## config.mk

```make
export PLATFORM = sky130hd
export DESIGN_NAME = riff_wave_pcm_extractor_flat
export DESIGN_NICKNAME = d
export VERILOG_FILES = /design/src/rwpe_pkg.sv /design/src/rwpe_byte_if.sv /design/src/rwpe_result_if.sv /design/src/rwpe_cfg_if.sv /design/src/riff_wave_pcm_extractor.sv /design/src/rwpe_step.sv /design/src/flat_wrapper.sv
export SDC_FILE = /design/constraint.sdc
export NUM_CORES = 1
export LEC_CHECK = 0
export BUFFER_PORTS_ARGS = -buffer_cell sky130_fd_sc_hd__buf_2
export CAP_MARGIN = 20
export CORE_MARGIN = 10
export CORE_UTILIZATION = 55
export CTS_BUF_LIST = sky130_fd_sc_hd__clkbuf_8
export CTS_CLUSTER_DIAMETER = 40
export CTS_CLUSTER_SIZE = 24
export DETAILED_ROUTE_END_ITERATION = 10
export PLACE_DENSITY = 0.81
export SYNTH_ARGS = -nofsm -noshare
export SYNTH_HDL_FRONTEND = slang
export SYNTH_SLANG_ARGS = --single-unit
export TNS_END_PERCENT = 5
```

## constraint.sdc

```tcl
create_clock -name i_clk -period 5.38 [get_ports i_clk]
set_clock_uncertainty 0.05 [all_clocks]
set_input_delay 0.269 -clock i_clk [delete_from_list [all_inputs] [get_ports i_clk]]
set_output_delay 0.269 -clock i_clk [all_outputs]
set_load 0.01 [all_outputs]
```

## src/rwpe_pkg.sv

```systemverilog
// ----------------------------------------------------------------------------
// rwpe_pkg
// shared types and constants of the wave pcm extractor: chunk ids, parse
// phases, error codes, register indexes and the parser state record
// ----------------------------------------------------------------------------
package rwpe_pkg;

    // chunk ids as they read little-endian from the stream
    localparam logic [31:0] ID_RIFF = 32'h4646_4952;
    localparam logic [31:0] ID_FMT  = 32'h2074_6d66;
    localparam logic [31:0] ID_DATA = 32'h6174_6164;

    localparam logic [31:0] RESET_RATE     = 32'd44100;
    localparam logic [31:0] RESET_MAX_SIZE = 32'h0200_0000;
    localparam logic [15:0] NEED_BITS      = 16'd16;
    localparam logic [15:0] NEED_CHANNELS  = 16'd1;
    localparam logic [15:0] FORMAT_PCM     = 16'd1;
    localparam logic [31:0] FMT_MIN_SIZE   = 32'd16;

    // parse phases
    localparam logic [2:0] PH_RIFF = 3'd0;
    localparam logic [2:0] PH_HEAD = 3'd1;
    localparam logic [2:0] PH_FMT  = 3'd2;
    localparam logic [2:0] PH_SKIP = 3'd3;
    localparam logic [2:0] PH_DATA = 3'd4;
    localparam logic [2:0] PH_DONE = 3'd5;
    localparam logic [2:0] PH_HALT = 3'd6;

    // error codes
    localparam logic [2:0] ERR_NONE       = 3'd0;
    localparam logic [2:0] ERR_NOT_RIFF   = 3'd1;
    localparam logic [2:0] ERR_TOO_BIG    = 3'd2;
    localparam logic [2:0] ERR_RATE       = 3'd3;
    localparam logic [2:0] ERR_CHANNELS   = 3'd4;
    localparam logic [2:0] ERR_BITS       = 3'd5;
    localparam logic [2:0] ERR_COMPRESSED = 3'd6;
    localparam logic [2:0] ERR_SHORT_FMT  = 3'd7;

    // result kinds
    localparam logic KIND_SAMPLE = 1'b0;
    localparam logic KIND_ERROR  = 1'b1;

    // configuration register indexes
    localparam int unsigned CFG_IDX_W = 1;
    localparam logic [CFG_IDX_W-1:0] CFG_EXPECTED_RATE = 1'b0;
    localparam logic [CFG_IDX_W-1:0] CFG_MAX_RIFF_SIZE = 1'b1;

    typedef struct packed {
        logic [2:0]  phase;
        logic [3:0]  position;
        logic [31:0] chunk_id_word;
        logic [31:0] chunk_size_word;
        logic [31:0] bytes_left;
        logic [15:0] format_word;
        logic [15:0] channels_word;
        logic [31:0] rate_word;
        logic [15:0] bits_word;
        logic        fmt_seen;
        logic [7:0]  low_byte;
    } t_state;

    typedef struct packed {
        logic signed [15:0] sample;
        logic               kind;
        logic [2:0]         error_code;
        logic               last;
    } t_result;

endpackage

```

## src/rwpe_byte_if.sv

```systemverilog
// ----------------------------------------------------------------------------
// rwpe_byte_if
// byte stream channel into the extractor
// ----------------------------------------------------------------------------
interface rwpe_byte_if;
    logic       valid;
    logic       ready;
    logic [7:0] data_byte;

    modport source (output valid, output data_byte, input ready);
    modport sink   (input valid, input data_byte, output ready);
endinterface

```

## src/rwpe_result_if.sv

```systemverilog
// ----------------------------------------------------------------------------
// rwpe_result_if
// sample and error result channel out of the extractor
// ----------------------------------------------------------------------------
interface rwpe_result_if;
    logic               valid;
    logic               ready;
    logic signed [15:0] sample;
    logic               kind;
    logic [2:0]         error_code;
    logic               last;

    modport source (output valid, output sample, output kind, output error_code,
                    output last, input ready);
    modport sink   (input valid, input sample, input kind, input error_code,
                    input last, output ready);
endinterface

```

## src/rwpe_cfg_if.sv

```systemverilog
// ----------------------------------------------------------------------------
// rwpe_cfg_if
// register write channel of the extractor
// ----------------------------------------------------------------------------
interface rwpe_cfg_if;
    logic                           valid;
    logic                           ready;
    logic [rwpe_pkg::CFG_IDX_W-1:0] index;
    logic [31:0]                    data;

    modport source (output valid, output index, output data, input ready);
    modport sink   (input valid, input index, input data, output ready);
endinterface

```

## src/riff_wave_pcm_extractor.sv

```systemverilog
// ----------------------------------------------------------------------------
// riff_wave_pcm_extractor
// walks a wave file byte stream, checks the riff header and the fmt chunk,
// and emits the data chunk as signed 16-bit mono pcm samples
// ----------------------------------------------------------------------------
//
//  channel   dir   handshake      carries
//  -------   ---   ------------   -----------------------------------------
//  i_in      in    valid/ready    data_byte, one file byte per request
//  o_out     out   valid/ready    sample, kind, error_code, last
//  i_cfg     in    valid/ready    index, data (0 expected_rate, 1 max size)
//
//  one byte is taken per cycle; the parser state register updates on the
//  accepting edge and a sample or error lands in the output register there.
//  i_in.ready drops only while a result sits in the output register and
//  o_out.ready is low, so the output register alone sets the stall.
//  synchronous active-low reset returns to the riff header phase with
//  expected_rate 44100 and max_riff_size 1 << 25; the configuration
//  port is always ready.
//
module riff_wave_pcm_extractor (
    input  logic          i_clk,
    input  logic          i_rst_n,
    rwpe_byte_if.sink     i_in,
    rwpe_result_if.source o_out,
    rwpe_cfg_if.sink      i_cfg
);

    // configuration registers
    logic [31:0] r_expected_rate;
    logic [31:0] r_max_riff_size;

    // parser state
    rwpe_pkg::t_state  r_state;
    rwpe_pkg::t_state  n_state;

    // output register
    logic              r_out_valid;
    rwpe_pkg::t_result r_out;

    logic              res_valid;
    rwpe_pkg::t_result res;
    logic              in_acc;

    // a new byte fits whenever the output register is free or draining
    assign i_in.ready = !r_out_valid || o_out.ready;
    assign in_acc     = i_in.valid && i_in.ready;
    assign i_cfg.ready = 1'b1;

    rwpe_step u_step (
        .i_state         (r_state),
        .i_byte          (i_in.data_byte),
        .i_expected_rate (r_expected_rate),
        .i_max_riff_size (r_max_riff_size),
        .o_state         (n_state),
        .o_res_valid     (res_valid),
        .o_res           (res)
    );

    // register writes, unknown index is dropped
    always_ff @(posedge i_clk) begin
        if (!i_rst_n) begin
            r_expected_rate <= rwpe_pkg::RESET_RATE;
            r_max_riff_size <= rwpe_pkg::RESET_MAX_SIZE;
        end else if (i_cfg.valid) begin
            case (i_cfg.index)
                rwpe_pkg::CFG_EXPECTED_RATE: r_expected_rate <= i_cfg.data;
                rwpe_pkg::CFG_MAX_RIFF_SIZE: r_max_riff_size <= i_cfg.data;
                default: begin
                end
            endcase
        end
    end

    // parser state advances once per accepted byte
    always_ff @(posedge i_clk) begin
        if (!i_rst_n) begin
            r_state <= '{phase: rwpe_pkg::PH_RIFF, default: '0};
        end else if (in_acc) begin
            r_state <= n_state;
        end
    end

    // output register: load a new result or empty when taken
    always_ff @(posedge i_clk) begin
        if (!i_rst_n) begin
            r_out_valid <= 1'b0;
        end else if (in_acc && res_valid) begin
            r_out_valid <= 1'b1;
        end else if (o_out.ready) begin
            r_out_valid <= 1'b0;
        end
    end

    always_ff @(posedge i_clk) begin
        if (in_acc && res_valid) begin
            r_out <= res;
        end
    end

    assign o_out.valid      = r_out_valid;
    assign o_out.sample     = r_out.sample;
    assign o_out.kind       = r_out.kind;
    assign o_out.error_code = r_out.error_code;
    assign o_out.last       = r_out.last;

    // an error result on the output always leaves the parser halted
    a_error_halts: assert property (@(posedge i_clk) disable iff (!i_rst_n)
        r_out_valid && r_out.kind == rwpe_pkg::KIND_ERROR
        |-> r_state.phase == rwpe_pkg::PH_HALT)
        else $error("error result without halted parser");

    // once done or halted, further bytes change nothing
    a_terminal_holds: assert property (@(posedge i_clk) disable iff (!i_rst_n)
        in_acc && (r_state.phase == rwpe_pkg::PH_DONE
                   || r_state.phase == rwpe_pkg::PH_HALT)
        |=> r_state == $past(r_state))
        else $error("parser state moved after end of stream");

    // skip and data phases always have bytes still to consume
    a_bytes_left: assert property (@(posedge i_clk) disable iff (!i_rst_n)
        r_state.phase == rwpe_pkg::PH_SKIP || r_state.phase == rwpe_pkg::PH_DATA
        |-> r_state.bytes_left != 32'd0)
        else $error("chunk body phase with no bytes left");

    // a sample result carries no error code
    a_sample_clean: assert property (@(posedge i_clk) disable iff (!i_rst_n)
        in_acc && res_valid && res.kind == rwpe_pkg::KIND_SAMPLE
        |=> r_out.error_code == rwpe_pkg::ERR_NONE
            && $past(r_state.phase) == rwpe_pkg::PH_DATA)
        else $error("sample result outside data chunk");

endmodule

```

## src/rwpe_step.sv

```systemverilog
// ----------------------------------------------------------------------------
// rwpe_step
// one byte of the chunk walk: next parser state and the result it causes
// ----------------------------------------------------------------------------
module rwpe_step (
    input  rwpe_pkg::t_state  i_state,
    input  logic [7:0]        i_byte,
    input  logic [31:0]       i_expected_rate,
    input  logic [31:0]       i_max_riff_size,
    output rwpe_pkg::t_state  o_state,
    output logic              o_res_valid,
    output rwpe_pkg::t_result o_res
);

    rwpe_pkg::t_state s;
    logic [31:0]      bl_dec;

    assign bl_dec = i_state.bytes_left - 32'd1;

    always_comb begin
        s           = i_state;
        o_res_valid = 1'b0;
        o_res       = '0;

        case (i_state.phase)
            rwpe_pkg::PH_RIFF: begin
                if (i_state.position < 4'd4) begin
                    s.chunk_id_word = {i_byte, i_state.chunk_id_word[31:8]};
                end else if (i_state.position < 4'd8) begin
                    s.chunk_size_word = {i_byte, i_state.chunk_size_word[31:8]};
                end
                if (i_state.position == 4'd3 && s.chunk_id_word != rwpe_pkg::ID_RIFF) begin
                    s.phase          = rwpe_pkg::PH_HALT;
                    o_res_valid      = 1'b1;
                    o_res.kind       = rwpe_pkg::KIND_ERROR;
                    o_res.error_code = rwpe_pkg::ERR_NOT_RIFF;
                    o_res.last       = 1'b1;
                end else if (i_state.position == 4'd7
                             && s.chunk_size_word > i_max_riff_size) begin
                    s.phase          = rwpe_pkg::PH_HALT;
                    o_res_valid      = 1'b1;
                    o_res.kind       = rwpe_pkg::KIND_ERROR;
                    o_res.error_code = rwpe_pkg::ERR_TOO_BIG;
                    o_res.last       = 1'b1;
                end else if (i_state.position == 4'd11) begin
                    s.position = 4'd0;
                    s.phase    = rwpe_pkg::PH_HEAD;
                end else begin
                    s.position = i_state.position + 4'd1;
                end
            end

            rwpe_pkg::PH_HEAD: begin
                if (i_state.position < 4'd4) begin
                    s.chunk_id_word = {i_byte, i_state.chunk_id_word[31:8]};
                end else begin
                    s.chunk_size_word = {i_byte, i_state.chunk_size_word[31:8]};
                end
                if (i_state.position < 4'd7) begin
                    s.position = i_state.position + 4'd1;
                end else begin
                    s.position   = 4'd0;
                    s.bytes_left = s.chunk_size_word;
                    if (!i_state.fmt_seen && s.chunk_id_word == rwpe_pkg::ID_FMT) begin
                        if (s.chunk_size_word < rwpe_pkg::FMT_MIN_SIZE) begin
                            s.phase          = rwpe_pkg::PH_HALT;
                            o_res_valid      = 1'b1;
                            o_res.kind       = rwpe_pkg::KIND_ERROR;
                            o_res.error_code = rwpe_pkg::ERR_SHORT_FMT;
                            o_res.last       = 1'b1;
                        end else begin
                            s.phase = rwpe_pkg::PH_FMT;
                        end
                    end else if (i_state.fmt_seen && s.chunk_id_word == rwpe_pkg::ID_DATA) begin
                        s.phase = (s.chunk_size_word == 32'd0) ? rwpe_pkg::PH_DONE
                                                               : rwpe_pkg::PH_DATA;
                    end else begin
                        s.phase = (s.chunk_size_word == 32'd0) ? rwpe_pkg::PH_HEAD
                                                               : rwpe_pkg::PH_SKIP;
                    end
                end
            end

            rwpe_pkg::PH_FMT: begin
                s.bytes_left = bl_dec;
                if (i_state.position < 4'd2) begin
                    s.format_word = {i_byte, i_state.format_word[15:8]};
                end else if (i_state.position < 4'd4) begin
                    s.channels_word = {i_byte, i_state.channels_word[15:8]};
                end else if (i_state.position < 4'd8) begin
                    s.rate_word = {i_byte, i_state.rate_word[31:8]};
                end else if (i_state.position >= 4'd14) begin
                    s.bits_word = {i_byte, i_state.bits_word[15:8]};
                end
                if (i_state.position < 4'd15) begin
                    s.position = i_state.position + 4'd1;
                end else begin
                    s.position = 4'd0;
                    // checks rate, channels, bits, then format; first failure wins
                    if (s.rate_word != i_expected_rate) begin
                        o_res.error_code = rwpe_pkg::ERR_RATE;
                    end else if (s.channels_word != rwpe_pkg::NEED_CHANNELS) begin
                        o_res.error_code = rwpe_pkg::ERR_CHANNELS;
                    end else if (s.bits_word != rwpe_pkg::NEED_BITS) begin
                        o_res.error_code = rwpe_pkg::ERR_BITS;
                    end else if (s.format_word != rwpe_pkg::FORMAT_PCM) begin
                        o_res.error_code = rwpe_pkg::ERR_COMPRESSED;
                    end
                    if (o_res.error_code != rwpe_pkg::ERR_NONE) begin
                        s.phase     = rwpe_pkg::PH_HALT;
                        o_res_valid = 1'b1;
                        o_res.kind  = rwpe_pkg::KIND_ERROR;
                        o_res.last  = 1'b1;
                    end else begin
                        s.fmt_seen = 1'b1;
                        s.phase    = (bl_dec == 32'd0) ? rwpe_pkg::PH_HEAD
                                                       : rwpe_pkg::PH_SKIP;
                    end
                end
            end

            rwpe_pkg::PH_SKIP: begin
                s.bytes_left = bl_dec;
                if (bl_dec == 32'd0) begin
                    s.phase    = rwpe_pkg::PH_HEAD;
                    s.position = 4'd0;
                end
            end

            rwpe_pkg::PH_DATA: begin
                s.bytes_left = bl_dec;
                if (i_state.position == 4'd0) begin
                    s.low_byte = i_byte;
                    s.position = 4'd1;
                end else begin
                    s.position   = 4'd0;
                    o_res_valid  = 1'b1;
                    o_res.sample = {i_byte, i_state.low_byte};
                    o_res.kind   = rwpe_pkg::KIND_SAMPLE;
                    o_res.last   = (bl_dec < 32'd2);
                end
                if (bl_dec == 32'd0) begin
                    s.phase = rwpe_pkg::PH_DONE;
                end
            end

            default: begin
                // done or halted: bytes are swallowed
            end
        endcase

        o_state = s;
    end

endmodule
```

## src/flat_wrapper.sv

```systemverilog
// flat-port wrapper written by rule: the top's interface ports become plain ports
module riff_wave_pcm_extractor_flat 
  (i_clk, i_rst_n, i_in_valid, i_in_data_byte, i_in_ready, o_out_valid, o_out_sample, o_out_kind, o_out_error_code, o_out_last, o_out_ready, i_cfg_valid, i_cfg_index, i_cfg_data, i_cfg_ready);
  rwpe_byte_if i_in_i ();
  rwpe_result_if o_out_i ();
  rwpe_cfg_if i_cfg_i ();
  input  logic i_clk;
  input  logic i_rst_n;
  input wire logic [$bits(i_in_i.valid)-1:0] i_in_valid;
  input wire logic [$bits(i_in_i.data_byte)-1:0] i_in_data_byte;
  output wire logic [$bits(i_in_i.ready)-1:0] i_in_ready;
  output wire logic [$bits(o_out_i.valid)-1:0] o_out_valid;
  output wire logic [$bits(o_out_i.sample)-1:0] o_out_sample;
  output wire logic [$bits(o_out_i.kind)-1:0] o_out_kind;
  output wire logic [$bits(o_out_i.error_code)-1:0] o_out_error_code;
  output wire logic [$bits(o_out_i.last)-1:0] o_out_last;
  input wire logic [$bits(o_out_i.ready)-1:0] o_out_ready;
  input wire logic [$bits(i_cfg_i.valid)-1:0] i_cfg_valid;
  input wire logic [$bits(i_cfg_i.index)-1:0] i_cfg_index;
  input wire logic [$bits(i_cfg_i.data)-1:0] i_cfg_data;
  output wire logic [$bits(i_cfg_i.ready)-1:0] i_cfg_ready;
  assign i_in_i.valid = i_in_valid;
  assign i_in_i.data_byte = i_in_data_byte;
  assign i_in_ready = i_in_i.ready;
  assign o_out_valid = o_out_i.valid;
  assign o_out_sample = o_out_i.sample;
  assign o_out_kind = o_out_i.kind;
  assign o_out_error_code = o_out_i.error_code;
  assign o_out_last = o_out_i.last;
  assign o_out_i.ready = o_out_ready;
  assign i_cfg_i.valid = i_cfg_valid;
  assign i_cfg_i.index = i_cfg_index;
  assign i_cfg_i.data = i_cfg_data;
  assign i_cfg_ready = i_cfg_i.ready;
  riff_wave_pcm_extractor u_core (.i_clk(i_clk), .i_rst_n(i_rst_n), .i_in(i_in_i), .o_out(o_out_i), .i_cfg(i_cfg_i));
endmodule
```

== After elaboration in Yosys (flattened, before gate mapping) ==
Index checks and enable logic that the tools add are counted.
Storage, ports and cells
  bits of input ports: 46
  logic and storage cells: 151
  flip-flop bits (word level): 278
  output and inout port bits: 24
Cells by class
  muxes and demuxes: 68
  $add $sub $neg: 2
  equality and inequality tests: 21
  reduce and logical (&&, ||, !) cells: 29
  $lt $le $gt $ge: 9
  bitwise operators: 4
Operator list (count)
  $mux 32: 10
  $mux 64: 2
  $pmux 64 s2: 1
  $mux 16: 5
  $logic_not 32->1: 2
  $pmux 32 s2: 1
  $mux 3: 16
  $mux 48: 1
  $pmux 7 s5: 1
  $eq 32x30->1 const B: 1
  $eq 32x31->1 const B: 1
  $gt 32x32->1: 1
  $lt 32x2->1 const B: 1
  $lt 32x5->1 const B: 1
  $ne 16x1->1 const B: 2
  $ne 32x31->1 const B: 1
  $ne 32x32->1: 1
  $sub 32x1->32 const B: 1
  $mux 5: 6
  $mux 4: 5
  $ne 16x5->1 const B: 1
  $mux 1: 13
  $ne 2x2->1 const B: 6
  $pmux 1 s4: 3
  31 further kinds: 50

== Depth between registers and ports, before layout ==
Gate-level depths: netlist (run 1).
  depth in word-level cells: 18
  depth in mapped cells: 19
  gate-level depth less buffers: 13

== By module ==
Synthesis (run 1) repeated with hierarchy kept, for this count alone.
Unflattened totals
  cells, all modules: 2181
  area total of the unflattened synthesis: 17464.2 um2
By module, submodules not included
  riff_wave_pcm_extractor: cells each 1143, area an instance 10699.0 um2, times used 1, seq. area each 5775.5 um2
  rwpe_step: cells each 1038, area an instance 6765.2 um2, times used 1, seq. area each 0.0 um2

== Worst setup path before layout (run 1) ==
OpenSTA, ideal clock, no wires.
  path kind: flip-flop to flip-flop
  start point: reg u_core.r_state[188] in the netlist's numbering
  end point: reg u_core.r_out, in the netlist u_core.o_out.error_code[0] (enable)
  setup time: 0.350 ns
  required time: 4.980 ns
  clock period less this slack: 4.272 ns
  slack: 1.108 ns
  arrival time: 3.872 ns
  buffers on the path: 5
  stages on the path, launching flop included: 17
  cell sequence: dfxtp_1 -> clkbuf_1 -> nand2b_1 -> buf_2 -> buf_2 -> buf_1 -> clkbuf_1 -> o21ai_0 -> ha_1 -> nand4_1 -> or4_1 -> nor2b_1 -> a211oi_1 -> nor2_1 -> a21oi_1 -> or3_1 -> o21a_1
On the way
  cells in the longest elaborated chain, start to end: 17
  elaborated cells on any way between the ends: 54
  classes of those cells: 8 x order compare; 8 x eq/ne; 32 x mux; 6 x reduce/logical
RTL lines
  from (decl): line riff_wave_pcm_extractor.sv:34  | rwpe_pkg::t_state r_state;
  from (signal assigned): line riff_wave_pcm_extractor.sv:80  | r_state <= n_state;
  $ge 4x4->1: line rwpe_step.sv:92  | end else if (i_state.position >= 4'd14) begin
  $mux 16: line rwpe_step.sv:92
  $mux 16: line rwpe_step.sv:90  | end else if (i_state.position < 4'd8) begin
  $mux 48: line rwpe_step.sv:88  | end else if (i_state.position < 4'd4) begin
  $mux 64: line rwpe_step.sv:86  | if (i_state.position < 4'd2) begin
  $mux 64: line rwpe_step.sv:25  | case (i_state.phase)
  $ne 16x5->1: line rwpe_step.sv:104  | end else if (s.bits_word != rwpe_pkg::NEED_BITS) begin
  $mux 3: line rwpe_step.sv:104
  $mux 3: line rwpe_step.sv:102  | end else if (s.channels_word != rwpe_pkg::NEED_CHANNELS) begin
  $mux 3: line rwpe_step.sv:100  | if (s.rate_word != i_expected_rate) begin
  $mux 3: line rwpe_step.sv:95  | if (i_state.position < 4'd15) begin
  $mux 3: line rwpe_step.sv:25
  $reduce_bool 3->1: line rwpe_step.sv:109  | if (o_res.error_code != rwpe_pkg::ERR_NONE) begin
  $mux 1: line rwpe_step.sv:109
  $mux 1: line rwpe_step.sv:95
  $pmux 1 s4 *: line rwpe_step.sv:25
  $logic_and 1x1->1 *: line riff_wave_pcm_extractor.sv:96  | if (in_acc && res_valid) begin
  to (signal assigned): line riff_wave_pcm_extractor.sv:97  | r_out <= res;
  to (decl): line riff_wave_pcm_extractor.sv:39  | rwpe_pkg::t_result r_out;
Mark *: on every way between the ends. The rest lies on a longest branch, timed or not. The select of a mux whose other input is x is not followed.
A chain may end at the register's enable or synchronous reset.

== Worst setup path in the final report (run 1) ==
  start point: reg u_core.r_state[188] in the netlist's numbering
  end point: reg u_core.r_out, in the netlist u_core.o_out.sample[14] (enable)
The elaborated chain is that of the path after synthesis.

==> qor.txt, run 1 <==
total number of vias: 15100
YS warnings: 0
DP Area: 15400 um^2
total CTS buffers: 40
Buf/Inv on CP: 1
final slew viol count: 0
top post-synthesis cells by count: nand2_1, a21oi_1, dfxtp_1, nor2_1, clkbuf_1
Rows: 60
Hold Vio Cnt, Final: 0
fillers: 2389
grt ovf: 0
Placed Cells: 2320
largest buffer count on any clock path: 3
crit-path max FO: 22
CP max stage cell: nand2b_1
Multi-input gate area: 8370 um^2
Pwr per Cell Area: 398 nW/um^2
setup TNS: 0 ns
status: complete, no violations
CP Launch Type: flop
cell count after synthesis: 2035
sequential area share after synthesis: 38.6%
initial detailed-routing violation count: 1779
biggest area consumer among synthesized cells: dfxtp_1
Die Area: 34200 um^2
First-pass DRT Iterations: 6
clock-pin slew on the worst setup and hold paths: 0.09 ns
post-route ant nets: 0
post-layout min period: 4.91 ns
family with the most delay on the worst path: simple AND/OR/NAND/NOR gates
Clock Latency Late Sink: 0.58 ns
Vias per Instance: 6.21
hold buffers post-CTS: 32
vias in the first global route: 14000
GRT Total Usage: 27.1%
synthesized area per cell: 7.36 um^2
Seq. cell area: 5780 um^2
Synth top area share: 34.4%
top cells by area, synth: dfxtp_1, nand2_1, a21oi_1, edfxtp_1, nor2_1
Routed WL: 47.2 mm
placed wire-length estimate: 31.7 mm
Synth-to-Final Area Change: 11.8%
Nets: 2140
DRC: 0
period utilization: 91.3%
Post-synth EDFFs: 21
post-synthesis instance area: 15000 um^2
die height: 185 um
final worst slack: 0.471 ns
Ports: 70
# clock sinks: 278
Max VDD drop: 0.263 mV
Worst-Margin Slew: 1.02 ns
Most used DFF post-synth: dfxtp_1
Synthesized Nets: 2117
flops & latches, synth: 278
critical setup path kind: flop to flop
DP Worst Slack: 0.624 ns
CP required: 5.51 ns
Max H-tree Level: 2
largest net degree at the start of global routing: 124
Finished Cell Area: 16700 um^2
HP Class: input port to flop
# setup viols final: 0
Highest Clock Rate: 204 MHz
CP endpoint kind: flop
initial antenna violation count: 2
post-CTS setup buffers: 0
Cell Chain, Critical Path: nand2b_1 > buf_4 > nand2_1 > nand2_1 > ha_1 > nand4_1 > nor3_1 > a222oi_1 > a211oi_1 > nor2_1 > a21oi_1 > or3_1 > o21a_1
fin util: 62.3%
clk root buf: clkbuf_8
Netlist cell types: 87
Slew headroom: 31.9%
initial cell density of the core: 55.7%
post-DR wirelength/cell: 19.4 um
Max-Cap Viols: 0
# port buffers: 68
WP data arrival: 5.04 ns
RSZ-0062 raised after global routing: false
share of layout cells above drive strength 1: 9.34%
Lkg Pwr: 6.16 nW
Die Width: 185 um
max incr delay on CP: 0.77 ns
# resized after CTS: 0
Post-Layout Cell Count: 2431
most used cell, CP: nand2_1
count leader, synth: nand2_1
TritonCTS clock tree: built
core area: 26900 um^2
Final Wtd Congestion: 0.976
FFs w/ async S/R, synth: 0%
first-pass GRT wire length: 75.2 mm
==> worst reg2reg max path: cells and delay by family (launching register included) <==
| family | cells | cell delay [ns] |
|---|---|---|
| fa+ha+maj | 1 | 0.24 |
| simple gates | 7 | 1.96 |
| compound gates | 4 | 1.17 |
| flops | 1 | 0.68 |
| buf+inv | 1 | 0.40 |
==> where the power goes <==
part           switching [W]  internal (W)  total, W
Sequential          0.000226       0.00224   0.00246
Combinational        0.00144      0.000801   0.00224
Clock               0.000983      0.000982   0.00196
==> logic make-up after synthesis <==
| kind of cell | synth area share [%] |
|---|---|
| and+or+nand+nor | 27.4 |
| AOI/OAI and AO/OA | 20.2 |
| DFF | 38.6 |
| buffers and inverters | 5.71 |
| muxes | 3.35 |
| adders and majority gates | 3.01 |
| xor gates and xnor gates | 1.75 |
| other | 0.0250 |
==> layer usage <==
metal | vias up | global-route usage (%) | part of all wire (%)
met5 | - | 0 | 0
met4 | 0 | 11.4 | 4.3
met3 | 166 | 4.74 | 8.6
met2 | 760 | 44.0 | 47
met1 | 7015 | 34.7 | 41
li1 | 7153 | - | -
==> layout by cell type (no fill, tap or decap), drive strengths merged, types with 5 or more instances in the layout <==
cell type	Yosys	final
dfxtp	257	257
nand2b	9	9
nor4	38	38
xor2	10	10
clkbuf	126	45
or4	15	15
or3	13	13
nand4	30	30
and3	5	5
a22oi	13	13
nor2b	11	11
nor3	37	37
and2	23	23
mux2i	49	49
xnor2	20	20
nand3	21	21
clkinv	1	14
a32oi	5	5
o31ai	7	7
a21o	8	8
a2111oi	8	8
a21oi	278	278
o22ai	13	13
o2111ai	5	5
nor4b	9	9
o21a	5	5
a211oi	27	27
o211ai	9	9
ha	36	36
o21ai	71	71
a221oi	10	10
dlygate4sd3	0	32
nor3b	6	6
inv	77	85
nor2	152	152
nand2	515	515
buf	18	93
a31oi	12	12
edfxtp	21	21
or2	7	7
==> state kept, by name, indices dropped and copies added, names as in the netlist <==
| register | flops |
|---|---|
| u_core.o_out.valid | 1 |
| u_core.r_expected_rate | 32 |
| u_core.o_out.sample | 16 |
| u_core.o_out.error_code | 3 |
| u_core.r_max_riff_size | 32 |
| u_core.o_out.last | 1 |
| u_core.o_out.kind | 1 |
| u_core.r_state | 192 |
==> worst paths after layout <==
check	slack, ns	cells after the start	from	end
setup / recovery	0.47	13	u_core.r_state[188]	u_core.o_out.sample[14]
hold / removal	0.04	3	i_in_valid	u_core.o_out.valid
setup reg to reg	0.47	13	u_core.r_state[188]	u_core.o_out.sample[14]
hold reg to reg	0.40	2	u_core.r_state[158]	u_core.r_state[158]
==> cell type report <==
class,instances,area share (%)
Antenna cell,2,0.0299
Clock buffer,45,3.70
Clock inverter,27,1.99
Inverter,78,1.78
Multi-Input combinational cell,1535,50.0
Sequential cell,278,34.5
Tap cell,341,2.55
Timing Repair Buffer,125,5.47
==> stage by stage <==
stage	total power (W)	hold slack, ns
after floorplan	0.00407	0.343
final	0.00667	0.0426
after global placement	0.00461	0.390
after global routing	0.00705	0.0458
after CTS	0.00661	0.0207
after detailed placement	0.00465	0.393
No activity file was read; power rests on OpenSTA's default activity.
==> run 2, diff against run 1 <==
--- a/config.mk
+++ b/config.mk
@@ -7,14 +7,17 @@
 export LEC_CHECK = 0
 export BUFFER_PORTS_ARGS = -buffer_cell sky130_fd_sc_hd__buf_2
 export CAP_MARGIN = 20
+export CORE_ASPECT_RATIO = 0.75
 export CORE_MARGIN = 10
 export CORE_UTILIZATION = 55
 export CTS_BUF_LIST = sky130_fd_sc_hd__clkbuf_8
 export CTS_CLUSTER_DIAMETER = 40
 export CTS_CLUSTER_SIZE = 24
 export DETAILED_ROUTE_END_ITERATION = 10
-export PLACE_DENSITY = 0.81
+export PLACE_DENSITY = 0.8
+export SKIP_CTS_REPAIR_TIMING = 1
 export SYNTH_ARGS = -nofsm -noshare
 export SYNTH_HDL_FRONTEND = slang
+export SYNTH_HIERARCHICAL = 1
 export SYNTH_SLANG_ARGS = --single-unit
 export TNS_END_PERCENT = 5
==> run 2 against run 1 <==
Compared with the run above: critical path depth rose by 2; combinational power fell by 73%; synthesized area rose by 17%; core utilization fell by 1.6 points; register-to-register slack improved by 0.20 ns; non-clock buffer count did not move; sequential cell count did not move; total power fell by 29%; clock-buffer cell count fell by 4.
==> qor.txt, run 2 <==
Pwr per Cell Area: 248 nW/um^2
Final Wtd Congestion: 1.00
WP data arrival: 5.19 ns
cell count after synthesis: 2181
Synthesized Nets: 2263
vias in the first global route: 14400
Top reg by flops: u_core/r_state
DRC: 0
RSZ-0062 raised after global routing: false
Synth-to-Final Area Change: 8.92%
top cells by area, synth: dfxtp_1, nand2_1, mux2i_1, mux2_2, edfxtp_1
TritonCTS clock tree: built
Finished Cell Area: 19000 um^2
fin util: 60.7%
Lkg Pwr: 7.77 nW
clock-pin slew on the worst setup and hold paths: 0.08 ns
First-pass DRT Iterations: 6
post-layout min period: 4.71 ns
biggest area consumer among synthesized cells: dfxtp_1
Netlist cell types: 72
final slew viol count: 0
largest buffer count on any clock path: 3
CP endpoint kind: flop
top flop regs: u_core/r_state: 192 flops, u_core/r_expected_rate: 32 flops, u_core/r_max_riff_size: 32 flops
Die Width: 226 um
post-synthesis instance area: 17500 um^2
post-route ant nets: 0
DP Area: 17700 um^2
Post-Layout Cell Count: 2627
placed wire-length estimate: 32.5 mm
synthesized area per cell: 8.01 um^2
total CTS buffers: 37
CP Launch Type: flop
Max VDD drop: 0.204 mV
Max H-tree Level: 2
setup TNS: 0 ns
Rows: 56
post-DR wirelength/cell: 18.7 um
# setup viols final: 0
YS warnings: 6
total number of vias: 15800
first-pass GRT wire length: 76.7 mm
most frequent cells in the layout: nand2_1, dfxtp_1, mux2i_1, mux2_2, o21ai_0
Die Area: 39400 um^2
Placed Cells: 2523
count leader, synth: nand2_1
core area: 31300 um^2
# port buffers: 68
Synth top area share: 29.5%
most common cell after layout, fill and taps aside: nand2_1
sequential area share after synthesis: 33.1%
HP Class: input port to flop
clk root buf: clkbuf_8
initial antenna violation count: 0
Most used DFF post-synth: dfxtp_1
Vias per Instance: 6.03
ant diodes: 0
Nets: 2274
Ports: 70
crit-path max FO: 45
Highest Clock Rate: 213 MHz
Slew headroom: 23.2%
status: complete, no violations
# clock sinks: 278
CP required: 5.86 ns
Hold Vio Cnt, Final: 0
Worst-Margin Slew: 1.15 ns
largest net degree at the start of global routing: 214
Max-Cap Viols: 0
Clock Latency Late Sink: 0.59 ns
initial detailed-routing violation count: 2044
critical setup path kind: flop to flop
flops & latches, synth: 278
period utilization: 87.5%
Post-synth EDFFs: 21
FFs w/ async S/R, synth: 0%
share of layout cells above drive strength 1: 14.0%
grt ovf: 0
initial cell density of the core: 55.8%
max reg flops: 192
die height: 174 um
GRT Total Usage: 23.6%
top post-synthesis cells by count: nand2_1, dfxtp_1, mux2i_1, mux2_2, clkbuf_1
Routed WL: 49.2 mm
[run 2: changes by cell type in the layout (fill, tap and decap cells not counted), moves of 10 or more]
cell | before | now
nand3_1 | 20 | 36
inv_1 | 78 | 63
a211oi_1 | 26 | 3
nor2_1 | 147 | 47
o221ai_1 | 3 | 13
a21oi_1 | 277 | 45
mux2_2 | 1 | 134
a21boi_0 | 1 | 61
mux2i_1 | 49 | 223
nand2_1 | 515 | 697
a22oi_1 | 13 | 0
[run 2: final timing paths]
check	start	to	slack, ns	cells past startpoint
hold / removal	i_rst_n	u_core/r_max_riff_size[25]	0.14	2
setup reg to reg	u_core/r_state[187]	u_core/o_out.valid	0.67	15
setup / recovery	u_core/r_state[187]	u_core/o_out.valid	0.67	15
hold reg to reg	u_core/r_max_riff_size[24]	u_core/r_max_riff_size[24]	0.42	2
[run 2: area by class of cell]
cell class / instances / area [um^2]
fill: 2644 / 12300
tap: 406 / 508
sequential: 278 / 5780
inverter: 60 / 225
clock buffer: 41 / 564
timing repair buffer: 125 / 941
multi-input combinational: 1690 / 10700
clock inverter: 27 / 343
[run 2: cell families (layout without fill, tap and decap cells)]
group / after synthesis / after routing / synth area share, %
multiplexers: 357 / 357 / 21.4
adder cells (fa/ha/maj): 36 / 36 / 2.58
buffers and inverters: 213 / 253 / 6.00
AO/OA/AOI/OAI: 279 / 279 / 10.6
XOR/XNOR: 30 / 30 / 1.50
other: 1 / 1 / 0.0215
AND/OR/NAND/NOR: 987 / 987 / 24.8
flip-flops: 278 / 278 / 33.1
[run 2: routing by layer]
layer	routed length, um	vias up	part of all wire (%)	global-route usage, %
met5	0	-	0	0
met4	1200	0	2.4	6.54
met3	4820	106	9.8	5.60
met2	21800	754	44	35.8
met1	21400	7444	44	32.7
li1	-	7538	-	-
[run 2: power breakdown]
group          total (W)  switching (W)  leakage [nW]  internal (W)
registers        0.00218      0.0000542          2.28       0.00212
clock network    0.00195       0.000919         0.452       0.00103
logic           0.000594       0.000365          5.04      0.000229
[run 2: metrics by stage]
stage	total power, W	setup slack [ns]	hold slack (ns)
floorplan	0.00264	0.334	0.343
global placement	0.00276	1.04	0.398
detailed placement	0.00278	0.917	0.410
CTS	0.00471	0.903	-0.149
global route	0.00489	0.442	0.170
finish	0.00472	0.674	0.140
[run 2: worst max-delay path, cell delays in order (launching register included)]
cell           delay [ns]
dfxtp_1              0.34
nor2b_4              0.92
nand2_1              0.24
nand2_1              0.12
ha_1                 0.14
nand4_1              0.18
nor4_1               0.40
or3b_2               0.48
a31oi_1              0.37
o31ai_1              0.20
a21boi_0             0.18
o21a_1               0.17
nand2b_1             0.08
nand2_1              0.07
a21boi_0             0.16
dlygate4sd3_1        0.56
==> run 3, diff against run 2 <==
--- a/config.mk
+++ b/config.mk
@@ -14,7 +14,7 @@
 export CTS_CLUSTER_DIAMETER = 40
 export CTS_CLUSTER_SIZE = 24
 export DETAILED_ROUTE_END_ITERATION = 10
-export PLACE_DENSITY = 0.8
+export PLACE_DENSITY_LB_ADDON = 0.05
 export SKIP_CTS_REPAIR_TIMING = 1
 export SYNTH_ARGS = -nofsm -noshare
 export SYNTH_HDL_FRONTEND = slang
==> run 3 against run 2 <==
Compared with the run above: combinational power is 0.7% higher; clock power is 3% higher; cell count is 0.42% higher; core utilization is 0.096 points higher; routed wire length is 3.2% higher; critical path type unchanged; largest cell class unchanged.
==> qor.txt, run 3 (same netlist as run 2, synthesis figures left out) <==
Synth-to-Final Area Change: 9.09%
top flop regs: u_core/r_state: 192 flops, u_core/r_expected_rate: 32 flops, u_core/r_max_riff_size: 32 flops
DRC: 0
grt ovf: 0
Final Wtd Congestion: 0.947
setup TNS: 0 ns
CP Launch Point: u_core/r_state[187]
CP Launch Type: flop
Max VDD drop: 0.196 mV
Ports: 70
post-layout min period: 4.58 ns
RSZ-0062 raised after global routing: false
CP required: 5.87 ns
largest net degree at the start of global routing: 209
WP data arrival: 5.07 ns
Clock Latency Late Sink: 0.61 ns
hold slack: 0.206 ns
Die Width: 226 um
Highest Clock Rate: 218 MHz
cell-internal power: 0.00335 W
most frequent cells in the layout: nand2_1, dfxtp_1, mux2i_1, mux2_2, o21ai_0
Die Area: 39400 um^2
max reg flops: 192
Max H-tree Level: 2
worst r2r src: u_core/r_state[187]
Max-Cap Viols: 0
share of layout cells above drive strength 1: 14.5%
First-pass DRT Iterations: 8
fillers: 2867
critical setup path kind: flop to flop
Vias per Instance: 5.87
post-DR wirelength/cell: 19.3 um
total number of vias: 15500
TritonCTS clock tree: built
final slew viol count: 0
largest buffer count on any clock path: 3
final worst slack: 0.803 ns
GRT Total Usage: 24.7%
Hold Vio Cnt, Final: 0
hold wc startpoint: i_cfg_valid
Routed WL: 50.8 mm
CP endpoint kind: flop
Slew headroom: 24.1%
DP Worst Slack: 0.992 ns
first-pass GRT wire length: 79.0 mm
post-route ant nets: 0
period utilization: 85.1%
core area: 31300 um^2
Worst-Margin Slew: 1.14 ns
Clock power frac: 42.0%
initial detailed-routing violation count: 1718
most common cell after layout, fill and taps aside: nand2_1
status: complete, no violations
crit-path max FO: 34
Pwr per Cell Area: 251 nW/um^2
HP Class: input port to flop
Rows: 56
clk root buf: clkbuf_8
Lkg Pwr: 7.80 nW
switch share: 29.9%
sequential group share of total power: 45.5%
initial cell density of the core: 55.8%
total CTS buffers: 41
# setup viols final: 0
vias in the first global route: 14100
fin util: 60.8%
Net Switching: 0.00143 W
# clock sinks: 278
initial antenna violation count: 1
Nets: 2281
die height: 174 um
# port buffers: 68
Top reg by flops: u_core/r_state
clock-pin slew on the worst setup and hold paths: 0.08 ns
placed wire-length estimate: 33.7 mm
Combinational Power Share: 12.5%
ant diodes: 0
==> run 3: worst paths after layout <==
path | to | slack [ns] | cells after the start
min reg2reg | u_core/r_max_riff_size[16] | 0.42 | 2
min | u_core/r_max_riff_size[3] | 0.21 | 4
max reg2reg | u_core/o_out.valid | 0.80 | 16
max | u_core/o_out.valid | 0.80 | 16
==> run 3: through the flow <==
stage | instance area, um^2 | std cells | total power [W]
after floorplan | 17500 | 2181 | 0.00264
after global placement | 17700 | 2527 | 0.00278
after detailed placement | 17700 | 2527 | 0.00278
after CTS | 18700 | 2603 | 0.00479
after global routing | 19100 | 2638 | 0.00497
final | 19100 | 2638 | 0.00478
==> run 3: layout make-up <==
| type | instances | area [um^2] | area share (%) |
|---|---|---|---|
| timing repair buffer | 128 | 931 | 4.89 |
| multi-input combinational | 1690 | 10700 | 56.0 |
| inverter | 60 | 225 | 1.18 |
| tap | 406 | 508 | 2.67 |
| clock inverter | 33 | 355 | 1.87 |
| clock buffer | 43 | 592 | 3.11 |
| sequential | 278 | 5780 | 30.3 |
==> run 3: power by group through the flow <==
stage / Clock, W / Combinational (W) / Sequential, W
finish: 0.00201 / 0.000598 / 0.00218
global route: 0.00214 / 0.000650 / 0.00218
CTS: 0.00205 / 0.000565 / 0.00217
detailed placement: 0 / 0.000562 / 0.00222
global placement: 0 / 0.000555 / 0.00222
floorplan: 0 / 0.000442 / 0.00220
==> run 3: worst max-delay path, stage by stage, from the launching register on <==
cell and delay [ns]:
dfxtp_1 0.33, buf_4 0.21, nand2b_2 0.41, nand2_1 0.24
nand2_1 0.08, ha_1 0.30, nand4_1 0.19, nor4_1 0.38
or3b_2 0.48, a31oi_1 0.41, o31ai_1 0.19, a21boi_0 0.17
o21a_1 0.16, nand2b_1 0.08, nand2_1 0.07, a21boi_0 0.17
dlygate4sd3_1 0.57
==> run 3: metal layers <==
metal	share of wire, %	track usage [%]
met1	47	35.6
met2	43	37.3
met3	7.5	4.62
met4	1.6	5.39
met5	0	0
